<file path="config.mk">
export PLATFORM = sky130hd
export DESIGN_NAME = csr_segment_aggregate
export DESIGN_NICKNAME = d
export VERILOG_FILES = /design/src/csa_pkg.sv /design/src/csa_fifo.sv /design/src/csa_front.sv /design/src/csa_div.sv /design/src/csa_back.sv /design/src/csr_segment_aggregate.sv
export SDC_FILE = /design/constraint.sdc
export NUM_CORES = 2
export LEC_CHECK = 0
export BUFFER_PORTS_ARGS = -buffer_cell sky130_fd_sc_hd__clkbuf_2
export CORE_UTILIZATION = 65
export DETAILED_ROUTE_END_ITERATION = 16
export PLACE_DENSITY = 0.79
export SETUP_SLACK_MARGIN = 0.5
export SLEW_MARGIN = 20
export SYNTH_ARGS = -nofsm -noshare
export SYNTH_HDL_FRONTEND = slang
export SYNTH_SLANG_ARGS = --single-unit
</file>
<file path="constraint.sdc">
create_clock -name clock -period 17.2 [get_ports clock]
set_input_delay 3.44 -clock clock [delete_from_list [all_inputs] [get_ports clock]]
set_output_delay 3.44 -clock clock [all_outputs]
set_load 0.03 [all_outputs]
</file>
<file path="src/csa_pkg.sv">
`default_nettype none
// ----------------------------------------------------------------------------
// csa_pkg: shared types and constants of the CSR segment aggregator
// Item layouts, field widths, mode and op codes, and default sizes.
// ----------------------------------------------------------------------------
package csa_pkg;

   localparam int DATA_W       = 32;
   localparam int ACC_W        = 48;
   localparam int FEAT_W       = 6;
   localparam int MODE_W       = 2;

   localparam int FEATS_DEF    = 8;
   localparam int DEG_BITS_DEF = 16;
   localparam int WORK_DEPTH   = 4;
   localparam int RSP_DEPTH    = 2;

   localparam logic [MODE_W-1:0] MODE_SUM  = 2'd0;
   localparam logic [MODE_W-1:0] MODE_MEAN = 2'd1;
   localparam logic [MODE_W-1:0] MODE_MAX  = 2'd2;

   localparam logic OP_ELEM  = 1'b0;
   localparam logic OP_EMPTY = 1'b1;

   typedef struct packed {
      logic                     op;
      logic signed [DATA_W-1:0] msg;
      logic [FEAT_W-1:0]        in_feat;
      logic                     last_edge;
   } req_type;

   typedef struct packed {
      logic signed [DATA_W-1:0] result;
      logic [FEAT_W-1:0]        out_feat;
      logic                     row_done;
   } rsp_type;

   typedef struct packed {
      logic                     clear_row;
      logic signed [DATA_W-1:0] msg;
      logic [FEAT_W-1:0]        feat;
      logic                     last_edge;
   } work_type;

endpackage
`default_nettype wire

</file>
<file path="src/csa_fifo.sv">
`default_nettype none
// ----------------------------------------------------------------------------
// csa_fifo: small register queue
// Holds items between the front and back parts and in front of the result
// port; push and pop in the same cycle are allowed.
// ----------------------------------------------------------------------------
module csa_fifo #(
   parameter int WIDTH = 1,
   parameter int DEPTH = 2
) (
   input  wire logic             clock,
   input  wire logic             reset,
   input  wire logic             push,
   input  wire logic [WIDTH-1:0] push_data,
   output logic                  full,
   input  wire logic             pop,
   output logic      [WIDTH-1:0] pop_data,
   output logic                  empty
);

   localparam int AW = (DEPTH > 1) ? $clog2(DEPTH) : 1;
   localparam int CW = $clog2(DEPTH + 1);

   logic [WIDTH-1:0] mem_ff [DEPTH];
   logic [AW-1:0]    wr_ptr_ff, wr_ptr_in;
   logic [AW-1:0]    rd_ptr_ff, rd_ptr_in;
   logic [CW-1:0]    cnt_ff, cnt_in;
   logic             do_push, do_pop;

   assign full     = (cnt_ff == CW'(DEPTH));
   assign empty    = (cnt_ff == '0);
   assign do_push  = push & ~full;
   assign do_pop   = pop & ~empty;
   assign pop_data = mem_ff[rd_ptr_ff];

   always_comb begin
      wr_ptr_in = wr_ptr_ff;
      rd_ptr_in = rd_ptr_ff;
      cnt_in    = cnt_ff;
      if (do_push) begin
         wr_ptr_in = (wr_ptr_ff == AW'(DEPTH - 1)) ? '0 : wr_ptr_ff + 1'b1;
      end
      if (do_pop) begin
         rd_ptr_in = (rd_ptr_ff == AW'(DEPTH - 1)) ? '0 : rd_ptr_ff + 1'b1;
      end
      case ({do_push, do_pop})
         2'b10:   cnt_in = cnt_ff + 1'b1;
         2'b01:   cnt_in = cnt_ff - 1'b1;
         default: cnt_in = cnt_ff;
      endcase
   end

   always_ff @(posedge clock) begin
      if (reset) begin
         wr_ptr_ff <= '0;
         rd_ptr_ff <= '0;
         cnt_ff    <= '0;
      end else begin
         wr_ptr_ff <= wr_ptr_in;
         rd_ptr_ff <= rd_ptr_in;
         cnt_ff    <= cnt_in;
      end
   end

   always_ff @(posedge clock) begin
      if (do_push) begin
         mem_ff[wr_ptr_ff] <= push_data;
      end
   end

endmodule
`default_nettype wire

</file>
<file path="src/csa_front.sv">
`default_nettype none
// ----------------------------------------------------------------------------
// csa_front: input stage of the segment aggregator
// Accepts request items, drops elements whose feature index is out of
// range, and hands the rest to the work queue as classified work items.
// ----------------------------------------------------------------------------
module csa_front #(
   parameter int FEATS = csa_pkg::FEATS_DEF
) (
   input  wire logic              clock,
   input  wire logic              reset,
   input  wire logic              req_push,
   input  wire csa_pkg::req_type  req_data,
   output logic                   req_full,
   output logic                   work_push,
   output csa_pkg::work_type      work_data,
   input  wire logic              work_full
);

   localparam logic [csa_pkg::FEAT_W:0] FEAT_LIM = (csa_pkg::FEAT_W + 1)'(FEATS);

   logic               stage_vld_ff, stage_vld_in;
   csa_pkg::work_type  stage_ff, stage_in;
   csa_pkg::work_type  classified;
   logic               accept, keep, moved;

   assign req_full  = stage_vld_ff & work_full;
   assign work_push = stage_vld_ff;
   assign work_data = stage_ff;
   assign accept    = req_push & ~req_full;
   assign moved     = stage_vld_ff & ~work_full;
   assign keep      = (req_data.op == csa_pkg::OP_EMPTY) ||
                      ({1'b0, req_data.in_feat} < FEAT_LIM);

   always_comb begin
      classified.clear_row = (req_data.op == csa_pkg::OP_EMPTY);
      classified.msg       = req_data.msg;
      classified.feat      = req_data.in_feat;
      classified.last_edge = req_data.last_edge;
      stage_vld_in = (accept & keep) | (stage_vld_ff & ~moved);
      stage_in     = accept ? classified : stage_ff;
   end

   always_ff @(posedge clock) begin
      if (reset) begin
         stage_vld_ff <= 1'b0;
      end else begin
         stage_vld_ff <= stage_vld_in;
      end
   end

   always_ff @(posedge clock) begin
      stage_ff <= stage_in;
   end

endmodule
`default_nettype wire

</file>
<file path="src/csa_div.sv">
`default_nettype none
// ----------------------------------------------------------------------------
// csa_div: restoring divider for the mean result
// Divides an accumulator magnitude by the row degree, one quotient bit
// per cycle.
// ----------------------------------------------------------------------------
module csa_div #(
   parameter int DEG_BITS = csa_pkg::DEG_BITS_DEF
) (
   input  wire logic                      clock,
   input  wire logic                      reset,
   input  wire logic                      start,
   input  wire logic [csa_pkg::ACC_W-1:0] dividend,
   input  wire logic [DEG_BITS:0]         divisor,
   output logic                           done,
   output logic      [csa_pkg::ACC_W-1:0] quot
);

   localparam int AW  = csa_pkg::ACC_W;
   localparam int DW  = DEG_BITS + 1;
   localparam int CNW = $clog2(AW + 1);

   logic           busy_ff, busy_in;
   logic           done_ff, done_in;
   logic [CNW-1:0] cnt_ff, cnt_in;
   logic [AW-1:0]  quo_ff, quo_in;
   logic [DW-1:0]  rem_ff, rem_in;
   logic [DW-1:0]  dvs_ff, dvs_in;
   logic [DW:0]    trial;
   logic [DW:0]    diff;
   logic           ge;

   assign done = done_ff;
   assign quot = quo_ff;

   always_comb begin
      trial   = {rem_ff, quo_ff[AW-1]};
      diff    = trial - {1'b0, dvs_ff};
      ge      = (trial >= {1'b0, dvs_ff});
      busy_in = busy_ff;
      done_in = 1'b0;
      cnt_in  = cnt_ff;
      quo_in  = quo_ff;
      rem_in  = rem_ff;
      dvs_in  = dvs_ff;
      if (start) begin
         busy_in = 1'b1;
         cnt_in  = CNW'(AW);
         quo_in  = dividend;
         rem_in  = '0;
         dvs_in  = divisor;
      end else if (busy_ff) begin
         quo_in = {quo_ff[AW-2:0], ge};
         rem_in = ge ? diff[DW-1:0] : trial[DW-1:0];
         cnt_in = cnt_ff - 1'b1;
         if (cnt_ff == CNW'(1)) begin
            busy_in = 1'b0;
            done_in = 1'b1;
         end
      end
   end

   always_ff @(posedge clock) begin
      if (reset) begin
         busy_ff <= 1'b0;
         done_ff <= 1'b0;
         cnt_ff  <= '0;
      end else begin
         busy_ff <= busy_in;
         done_ff <= done_in;
         cnt_ff  <= cnt_in;
      end
   end

   always_ff @(posedge clock) begin
      quo_ff <= quo_in;
      rem_ff <= rem_in;
      dvs_ff <= dvs_in;
   end

endmodule
`default_nettype wire

</file>
<file path="src/csa_back.sv">
`default_nettype none
// ----------------------------------------------------------------------------
// csa_back: reduction engine of the segment aggregator
// Reads and updates the per-feature accumulators, counts edges, closes
// features with sum, mean or max results and expands empty-row markers.
// ----------------------------------------------------------------------------
module csa_back #(
   parameter int FEATS    = csa_pkg::FEATS_DEF,
   parameter int DEG_BITS = csa_pkg::DEG_BITS_DEF
) (
   input  wire logic                       clock,
   input  wire logic                       reset,
   input  wire logic [csa_pkg::MODE_W-1:0] mode,
   input  wire csa_pkg::work_type          work_data,
   input  wire logic                       work_empty,
   output logic                            work_pop,
   output csa_pkg::rsp_type                rsp_item,
   output logic                            rsp_push,
   input  wire logic                       rsp_full
);

   localparam int FW = (FEATS > 1) ? $clog2(FEATS) : 1;
   localparam int AW = csa_pkg::ACC_W;
   localparam int DW = csa_pkg::DATA_W;
   localparam logic [FW-1:0] LAST_FEAT = FW'(FEATS - 1);
   localparam logic signed [AW-1:0] ACC_MAX = {1'b0, {(AW - 1){1'b1}}};
   localparam logic signed [AW-1:0] ACC_MIN = {1'b1, {(AW - 1){1'b0}}};

   typedef enum logic [2:0] {
      ST_IDLE,
      ST_UPD,
      ST_CLOSE,
      ST_DIV,
      ST_OUT,
      ST_CLR
   } state_type;

   function automatic logic [DW-1:0] sat32(input logic [AW-1:0] v);
      logic [AW-DW:0] upper;
      upper = v[AW-1:DW-1];
      if (upper == '0 || upper == '1) begin
         return v[DW-1:0];
      end else if (v[AW-1]) begin
         return {1'b1, {(DW - 1){1'b0}}};
      end else begin
         return {1'b0, {(DW - 1){1'b1}}};
      end
   endfunction

   state_type          state_ff, state_in;
   logic [FEATS-1:0]   fresh_ff, fresh_in;
   logic [DEG_BITS-1:0] edge_cnt_ff, edge_cnt_in;
   logic [FW-1:0]      clr_idx_ff, clr_idx_in;

   csa_pkg::work_type  item_ff, item_in;
   logic [AW-1:0]      acc_mem [FEATS];
   logic [AW-1:0]      rd_data_ff;
   logic signed [AW-1:0] acc_ff, acc_in;
   logic [DEG_BITS:0]  deg_ff, deg_in;
   logic               neg_ff, neg_in;
   csa_pkg::rsp_type   res_ff, res_in;

   logic [FW-1:0]        idx;
   logic signed [AW-1:0] cur_acc;
   logic signed [AW-1:0] msg_ext;
   logic [AW:0]          sum_wide;
   logic signed [AW-1:0] sum_sat;
   logic signed [AW-1:0] new_acc;
   logic                 mem_wr;
   logic                 div_start;
   logic [AW-1:0]        div_dvd;
   logic                 div_done;
   logic [AW-1:0]        div_quot;
   logic [AW-1:0]        mean_val;

   csa_div #(
      .DEG_BITS (DEG_BITS)
   ) u_div (
      .clock    (clock),
      .reset    (reset),
      .start    (div_start),
      .dividend (div_dvd),
      .divisor  (deg_ff),
      .done     (div_done),
      .quot     (div_quot)
   );

   always_comb begin
      idx      = item_ff.feat[FW-1:0];
      cur_acc  = rd_data_ff;
      msg_ext  = {{(AW - DW){item_ff.msg[DW-1]}}, item_ff.msg};
      sum_wide = {cur_acc[AW-1], cur_acc} + {msg_ext[AW-1], msg_ext};
      if (sum_wide[AW] != sum_wide[AW-1]) begin
         sum_sat = sum_wide[AW] ? ACC_MIN : ACC_MAX;
      end else begin
         sum_sat = sum_wide[AW-1:0];
      end
      if (fresh_ff[idx]) begin
         new_acc = msg_ext;
      end else if (mode == csa_pkg::MODE_MAX) begin
         new_acc = (msg_ext > cur_acc) ? msg_ext : cur_acc;
      end else begin
         new_acc = sum_sat;
      end
      div_dvd  = acc_ff[AW-1] ? -acc_ff : acc_ff;
      mean_val = neg_ff ? -div_quot : div_quot;

      state_in    = state_ff;
      fresh_in    = fresh_ff;
      edge_cnt_in = edge_cnt_ff;
      clr_idx_in  = clr_idx_ff;
      item_in     = item_ff;
      acc_in      = acc_ff;
      deg_in      = deg_ff;
      neg_in      = neg_ff;
      res_in      = res_ff;
      work_pop    = 1'b0;
      rsp_push    = 1'b0;
      rsp_item    = res_ff;
      mem_wr      = 1'b0;
      div_start   = 1'b0;

      unique case (state_ff)
         ST_IDLE: begin
            if (!work_empty) begin
               work_pop = 1'b1;
               item_in  = work_data;
               if (work_data.clear_row) begin
                  fresh_in    = '1;
                  edge_cnt_in = '0;
                  clr_idx_in  = '0;
                  state_in    = ST_CLR;
               end else begin
                  state_in = ST_UPD;
               end
            end
         end
         ST_UPD: begin
            mem_wr        = 1'b1;
            acc_in        = new_acc;
            deg_in        = {1'b0, edge_cnt_ff} + 1'b1;
            fresh_in[idx] = item_ff.last_edge;
            if (idx == LAST_FEAT) begin
               if (item_ff.last_edge) begin
                  edge_cnt_in = '0;
               end else if (edge_cnt_ff != '1) begin
                  edge_cnt_in = edge_cnt_ff + 1'b1;
               end
            end
            state_in = item_ff.last_edge ? ST_CLOSE : ST_IDLE;
         end
         ST_CLOSE: begin
            res_in.out_feat = item_ff.feat;
            res_in.row_done = (idx == LAST_FEAT);
            if (mode == csa_pkg::MODE_MEAN) begin
               div_start = 1'b1;
               neg_in    = acc_ff[AW-1];
               state_in  = ST_DIV;
            end else begin
               res_in.result = sat32(acc_ff);
               state_in      = ST_OUT;
            end
         end
         ST_DIV: begin
            if (div_done) begin
               res_in.result = sat32(mean_val);
               state_in      = ST_OUT;
            end
         end
         ST_OUT: begin
            rsp_push = 1'b1;
            if (!rsp_full) begin
               state_in = ST_IDLE;
            end
         end
         ST_CLR: begin
            rsp_push          = 1'b1;
            rsp_item.result   = '0;
            rsp_item.out_feat = csa_pkg::FEAT_W'(clr_idx_ff);
            rsp_item.row_done = (clr_idx_ff == LAST_FEAT);
            if (!rsp_full) begin
               clr_idx_in = clr_idx_ff + 1'b1;
               if (clr_idx_ff == LAST_FEAT) begin
                  state_in = ST_IDLE;
               end
            end
         end
         default: begin
            state_in = ST_IDLE;
         end
      endcase
   end

   always_ff @(posedge clock) begin
      if (reset) begin
         state_ff    <= ST_IDLE;
         fresh_ff    <= '1;
         edge_cnt_ff <= '0;
         clr_idx_ff  <= '0;
      end else begin
         state_ff    <= state_in;
         fresh_ff    <= fresh_in;
         edge_cnt_ff <= edge_cnt_in;
         clr_idx_ff  <= clr_idx_in;
      end
   end

   always_ff @(posedge clock) begin
      item_ff <= item_in;
      acc_ff  <= acc_in;
      deg_ff  <= deg_in;
      neg_ff  <= neg_in;
      res_ff  <= res_in;
   end

   always_ff @(posedge clock) begin
      if (mem_wr) begin
         acc_mem[idx] <= new_acc;
      end
      if (work_pop) begin
         rd_data_ff <= acc_mem[work_data.feat[FW-1:0]];
      end
   end

endmodule
`default_nettype wire

</file>
<file path="src/csr_segment_aggregate.sv">
`default_nettype none
// ----------------------------------------------------------------------------
// csr_segment_aggregate: per-row sum, mean or max of CSR edge messages
// Reduces Q16.16 edge-message elements per feature and emits one result
// for each feature closed by a row's last edge or by an empty-row marker.
// ----------------------------------------------------------------------------
//  channel   ports                         item
//  request   req_push / req_full           op, msg, in_feat, last_edge
//  response  rsp_empty / rsp_pop           result, out_feat, row_done
//  control   csr_valid / csr_ready         mode
//
//  An element passes the reduction engine as accumulator read and update;
//  a closing element adds a close and a result step, with a wait on the
//  bit-serial divider in mean mode. An empty-row marker emits a zero result
//  per feature. Reset is synchronous; no memory clearing pass is needed.
//  A 4-entry work queue lets the input side run ahead while the result side
//  stalls; the 2-entry result queue holds finished items until popped.
// ----------------------------------------------------------------------------
module csr_segment_aggregate #(
   parameter int FEATS    = csa_pkg::FEATS_DEF,
   parameter int DEG_BITS = csa_pkg::DEG_BITS_DEF
) (
   input  wire logic                       clock,
   input  wire logic                       reset,
   input  wire logic                       req_push,
   input  wire csa_pkg::req_type           req_data,
   output logic                            req_full,
   output logic                            rsp_empty,
   input  wire logic                       rsp_pop,
   output csa_pkg::rsp_type                rsp_data,
   input  wire logic                       csr_valid,
   output logic                            csr_ready,
   input  wire logic [csa_pkg::MODE_W-1:0] csr_data
);

   logic [csa_pkg::MODE_W-1:0] mode_ff, mode_in;

   logic               work_push, work_full, work_pop, work_empty;
   csa_pkg::work_type  work_in_data, work_out_data;
   logic               rsp_push, rsp_full;
   csa_pkg::rsp_type   rsp_item;

   assign csr_ready = 1'b1;
   assign mode_in   = (csr_valid & csr_ready) ? csr_data : mode_ff;

   always_ff @(posedge clock) begin
      if (reset) begin
         mode_ff <= csa_pkg::MODE_SUM;
      end else begin
         mode_ff <= mode_in;
      end
   end

   csa_front #(
      .FEATS (FEATS)
   ) u_front (
      .clock     (clock),
      .reset     (reset),
      .req_push  (req_push),
      .req_data  (req_data),
      .req_full  (req_full),
      .work_push (work_push),
      .work_data (work_in_data),
      .work_full (work_full)
   );

   csa_fifo #(
      .WIDTH ($bits(csa_pkg::work_type)),
      .DEPTH (csa_pkg::WORK_DEPTH)
   ) u_work_q (
      .clock     (clock),
      .reset     (reset),
      .push      (work_push),
      .push_data (work_in_data),
      .full      (work_full),
      .pop       (work_pop),
      .pop_data  (work_out_data),
      .empty     (work_empty)
   );

   csa_back #(
      .FEATS    (FEATS),
      .DEG_BITS (DEG_BITS)
   ) u_back (
      .clock      (clock),
      .reset      (reset),
      .mode       (mode_ff),
      .work_data  (work_out_data),
      .work_empty (work_empty),
      .work_pop   (work_pop),
      .rsp_item   (rsp_item),
      .rsp_push   (rsp_push),
      .rsp_full   (rsp_full)
   );

   csa_fifo #(
      .WIDTH ($bits(csa_pkg::rsp_type)),
      .DEPTH (csa_pkg::RSP_DEPTH)
   ) u_rsp_q (
      .clock     (clock),
      .reset     (reset),
      .push      (rsp_push),
      .push_data (rsp_item),
      .full      (rsp_full),
      .pop       (rsp_pop),
      .pop_data  (rsp_data),
      .empty     (rsp_empty)
   );

endmodule
`default_nettype wire

</file>
==> impl_metrics.py <==
metrics = {
    "setup_path": {
        "required_ps": 13760,
        "worst-r2r-setup-slack_ps": 11930,
        "cp_max_fo": 39,
        "cp.arrival_ps": 1970,
        "r2r.worst_path.cells": 15,
        "r2r-end": "u_back.acc_ff[13]",
        "critical_path.cell_chain": "buf_4, mux2_2, clkbuf_2",
        "critPathMaxStageDelay_ps": 400,
        "cp-end-kind": "primary output",
        "cp_slowest_cell": "buf_4",
        "cp-start-kind": "flop",
        "worst-setup-path-type": "reg -> out",
        "timing.rr.start": "u_back.cur_acc[0]",
    },
    "drt": {
        "drtAntennaViolNets": 0,
        "viasPerCell": 6.52,
        "drc": 0,
        "route.vias.total": 28000,
        "drtIter0Drc": 3085,
        "wl_per_cell_um": 25.0,
        "firstDrtPassIters": 6,
        "wl_mm": 108,
    },
    "sta": {
        "setup_tns_ps": 0,
        "min_period_ps": 5410,
        "rsz0062_at_grt": "false",
        "period_share_pct": 31.5,
        "setup_viol": 0,
        "max_slew_margin_pct": 25.6,
        "tightest_slew_ps": 1120,
        "hold_viol": 0,
        "fin_ws_ps": 11790,
        "fin_skew_ps": 18.5,
        "finalMaxSlewViolations": 0,
        "whs_ps": 416,
        "fmax_ghz": 0.185,
    },
    "clock_network": {
        "cts_buffers": 96,
        "hold_buffers": 0,
        "cts_root_buffer": "clkbuf_16",
        "cts_buffer_depth": 3,
        "cts_resized": 0,
        "post-cts-setup-buffer-count": 0,
        "clock_sinks": 991,
        "clk_pin_slew_worst_paths_ps": 60,
        "ctsHtreeMaxLevel": 3,
        "clk_latency_ps": 670,
        "cts_tree": "built",
    },
    "min_path": {
        "hold_depth": 0,
        "min_path_type": "reg -> reg",
        "hold_start": "u_back.deg_ff[2]",
        "hold_end": "u_back.u_div.dvs_ff[2]",
    },
    "logic_synthesis": {
        "synth_cell_types": 85,
        "seq_area_frac_synth_pct": 63.8,
        "avgSynthCellArea_sq_um": 14.1,
        "synth_edf_count": 919,
        "synth_seq_cells": 991,
        "synth_flop_cell": "edfxtp_1",
        "syn_area_sq_um": 45500,
        "ys_warn_count": 0,
        "synthArstFlopShare_pct": 0,
        "syn_inst": 3224,
        "syn_nets": 3401,
    },
    "floorplanning": {
        "die_area_sq_um": 71100,
        "coreArea_sq_um": 68900,
        "num_rows": 96,
        "die_height_um": 267,
        "start_util_pct": 66.1,
        "ios": 89,
        "die_x_um": 267,
    },
    "flow_run": {
        "drv_cap": 0,
    },
    "global_route": {
        "antenna_found_initial": 0,
        "grt_pass1_wl_mm": 163,
        "grt_pass1_vias": 27800,
        "gr-usage-all-layers_pct": 30.6,
        "grt_max_degree": 109,
        "grt_overflow": 0,
    },
    "finish": {
        "utilization_pct": 72.6,
        "multi_input_comb_area_sq_um": 15400,
        "num_antenna_cells": 0,
        "layout.nets": 3466,
        "register_area_sq_um": 29000,
        "area_growth_pct": 9.90,
        "layout_commonest_cell": "edfxtp_1",
        "final_cell_mix": "919 x edfxtp_1, 191 x nor2_1, 185 x a21oi_1",
        "layout-drive-gt1-share_pct": 16.7,
        "fillCellCount": 4311,
    },
    "pwr": {
        "pwr_density_cell_nw_per_um2": 209,
        "vdd_ir_drop_max_v": 0.000135,
        "leakage_nw": 17.3,
        "p_total_mw": 10.5,
    },
    "placement": {
        "dp_slack_ps": 12100,
        "portBuffers": 87,
        "place.gp.congestion": 0.960,
        "hpwl_mm": 68.4,
    },
    "status": {
        "status": "finished clean",
    },
}
## cells in the mapped netlist, types with 5 or more instances
cell type	instances	share of area [%]
edfxtp_1	919	61
a22oi_1	5	0.082
mux2_2	94	2.3
nor3_1	45	0.49
a2bb2oi_1	21	0.40
ha_1	127	3.5
and2_1	38	0.52
and3_1	41	0.56
dfxtp_1	72	3.2
clkbuf_1	135	1.1
a311oi_1	5	0.096
a21o_1	23	0.38
o211ai_1	9	0.15
nand3_1	35	0.38
a21boi_0	9	0.15
or4_1	20	0.33
a221oi_1	5	0.096
o311ai_0	21	0.40
o31ai_1	38	0.63
nor2_1	201	1.7
mux2i_1	18	0.40
o41ai_1	12	0.23
nand4_1	23	0.32
a31oi_1	32	0.44
nand2b_1	37	0.51
buf_2	7	0.077
a211oi_1	11	0.18
mux4_2	136	6.7
or2_2	13	0.18
xnor2_1	84	1.6
nor2b_1	24	0.33
nand2_1	152	1.3
nand3b_1	5	0.082
nor4_1	33	0.45
a21oi_1	186	2.0
buf_1	19	0.16
xor2_1	89	1.7
or3_1	36	0.49
inv_1	150	1.2
o21bai_1	9	0.15
o21ai_0	163	1.8
o22ai_1	15	0.21
o2111ai_1	7	0.13
o221a_2	18	0.45
## through the flow
step / area (sq um) / std cells
after detailed placement: 47000 / 4122
after CTS: 50000 / 4298
after global placement: 47000 / 4121
after global routing: 50100 / 4298
final: 50100 / 4298
after floorplan: 45500 / 3224
## routing by layer
layer	vias up	wire length (um)	track usage, %
li1	12500	-	-
met1	13900	41800	40.0
met2	1331	52200	50.5
met3	274	8340	4.55
met4	0	5120	14.8
met5	-	0	0
## worst max-delay path: cells and delay by family, from the launching register on
family   cells  cell delay, ps
buf+inv      2             580
mux          1             400
flops        1             310
## state kept, by name (all words and copies together), names as in the netlist, 17 cells and up, named ones only
signal	flops
u_back.acc_mem	384
u_work_q.mem_ff	160
u_rsp_q.mem_ff	78
u_back.acc_ff	48
u_back.cur_acc	48
u_back.u_div.quot	48
u_front.work_data	40
u_back.res_ff	39
u_back.item_ff	36
u_back.deg_ff	17
u_back.u_div.dvs_ff	17
u_back.u_div.rem_ff	17
## cell families (layout without fill, tap and decap cells)
| family | after synthesis | after routing | share of synthesized area, % |
|---|---|---|---|
| and+or+nand+nor | 724 | 724 | 8.00 |
| xor gates and xnor gates | 173 | 173 | 3.33 |
| DFF | 991 | 991 | 63.8 |
| other | 1 | 1 | 0.00823 |
| AOI/OAI and AO/OA | 643 | 643 | 9.20 |
| muxes | 248 | 248 | 9.45 |
| adders and majority gates | 130 | 130 | 3.62 |
| buffers and inverters | 314 | 457 | 2.64 |
## area by class of cell
cell class,instances,share of cell area (%)
Clock buffer,123,5.09
Clock inverter,53,1.04
Inverter,150,1.12
Multi-Input combinational cell,1919,30.8
Sequential cell,991,58.0
Tap cell,931,2.33
Timing Repair Buffer,131,1.55
## where the power goes
part	switching, mW	internal (mW)
Sequential	0.364	3.72
Combinational	2.83	1.50
Clock	0.887	1.17
## how the worst max path moves through the flow
stage / start / end / cells after the start
finish: flop / rsp_data[33] / 3
floorplan: u_back.state_ff[2] / u_work_q.cnt_ff[2] / 8
global route: u_back.cur_acc[0] / u_back.acc_mem[7][30] / 15
global placement: u_back.cur_acc[0] / u_back.acc_ff[30] / 15
CTS: flop / rsp_data[33] / 3
detailed placement: u_back.cur_acc[0] / u_back.acc_ff[30] / 15
(Power assumes the default switching activity.)
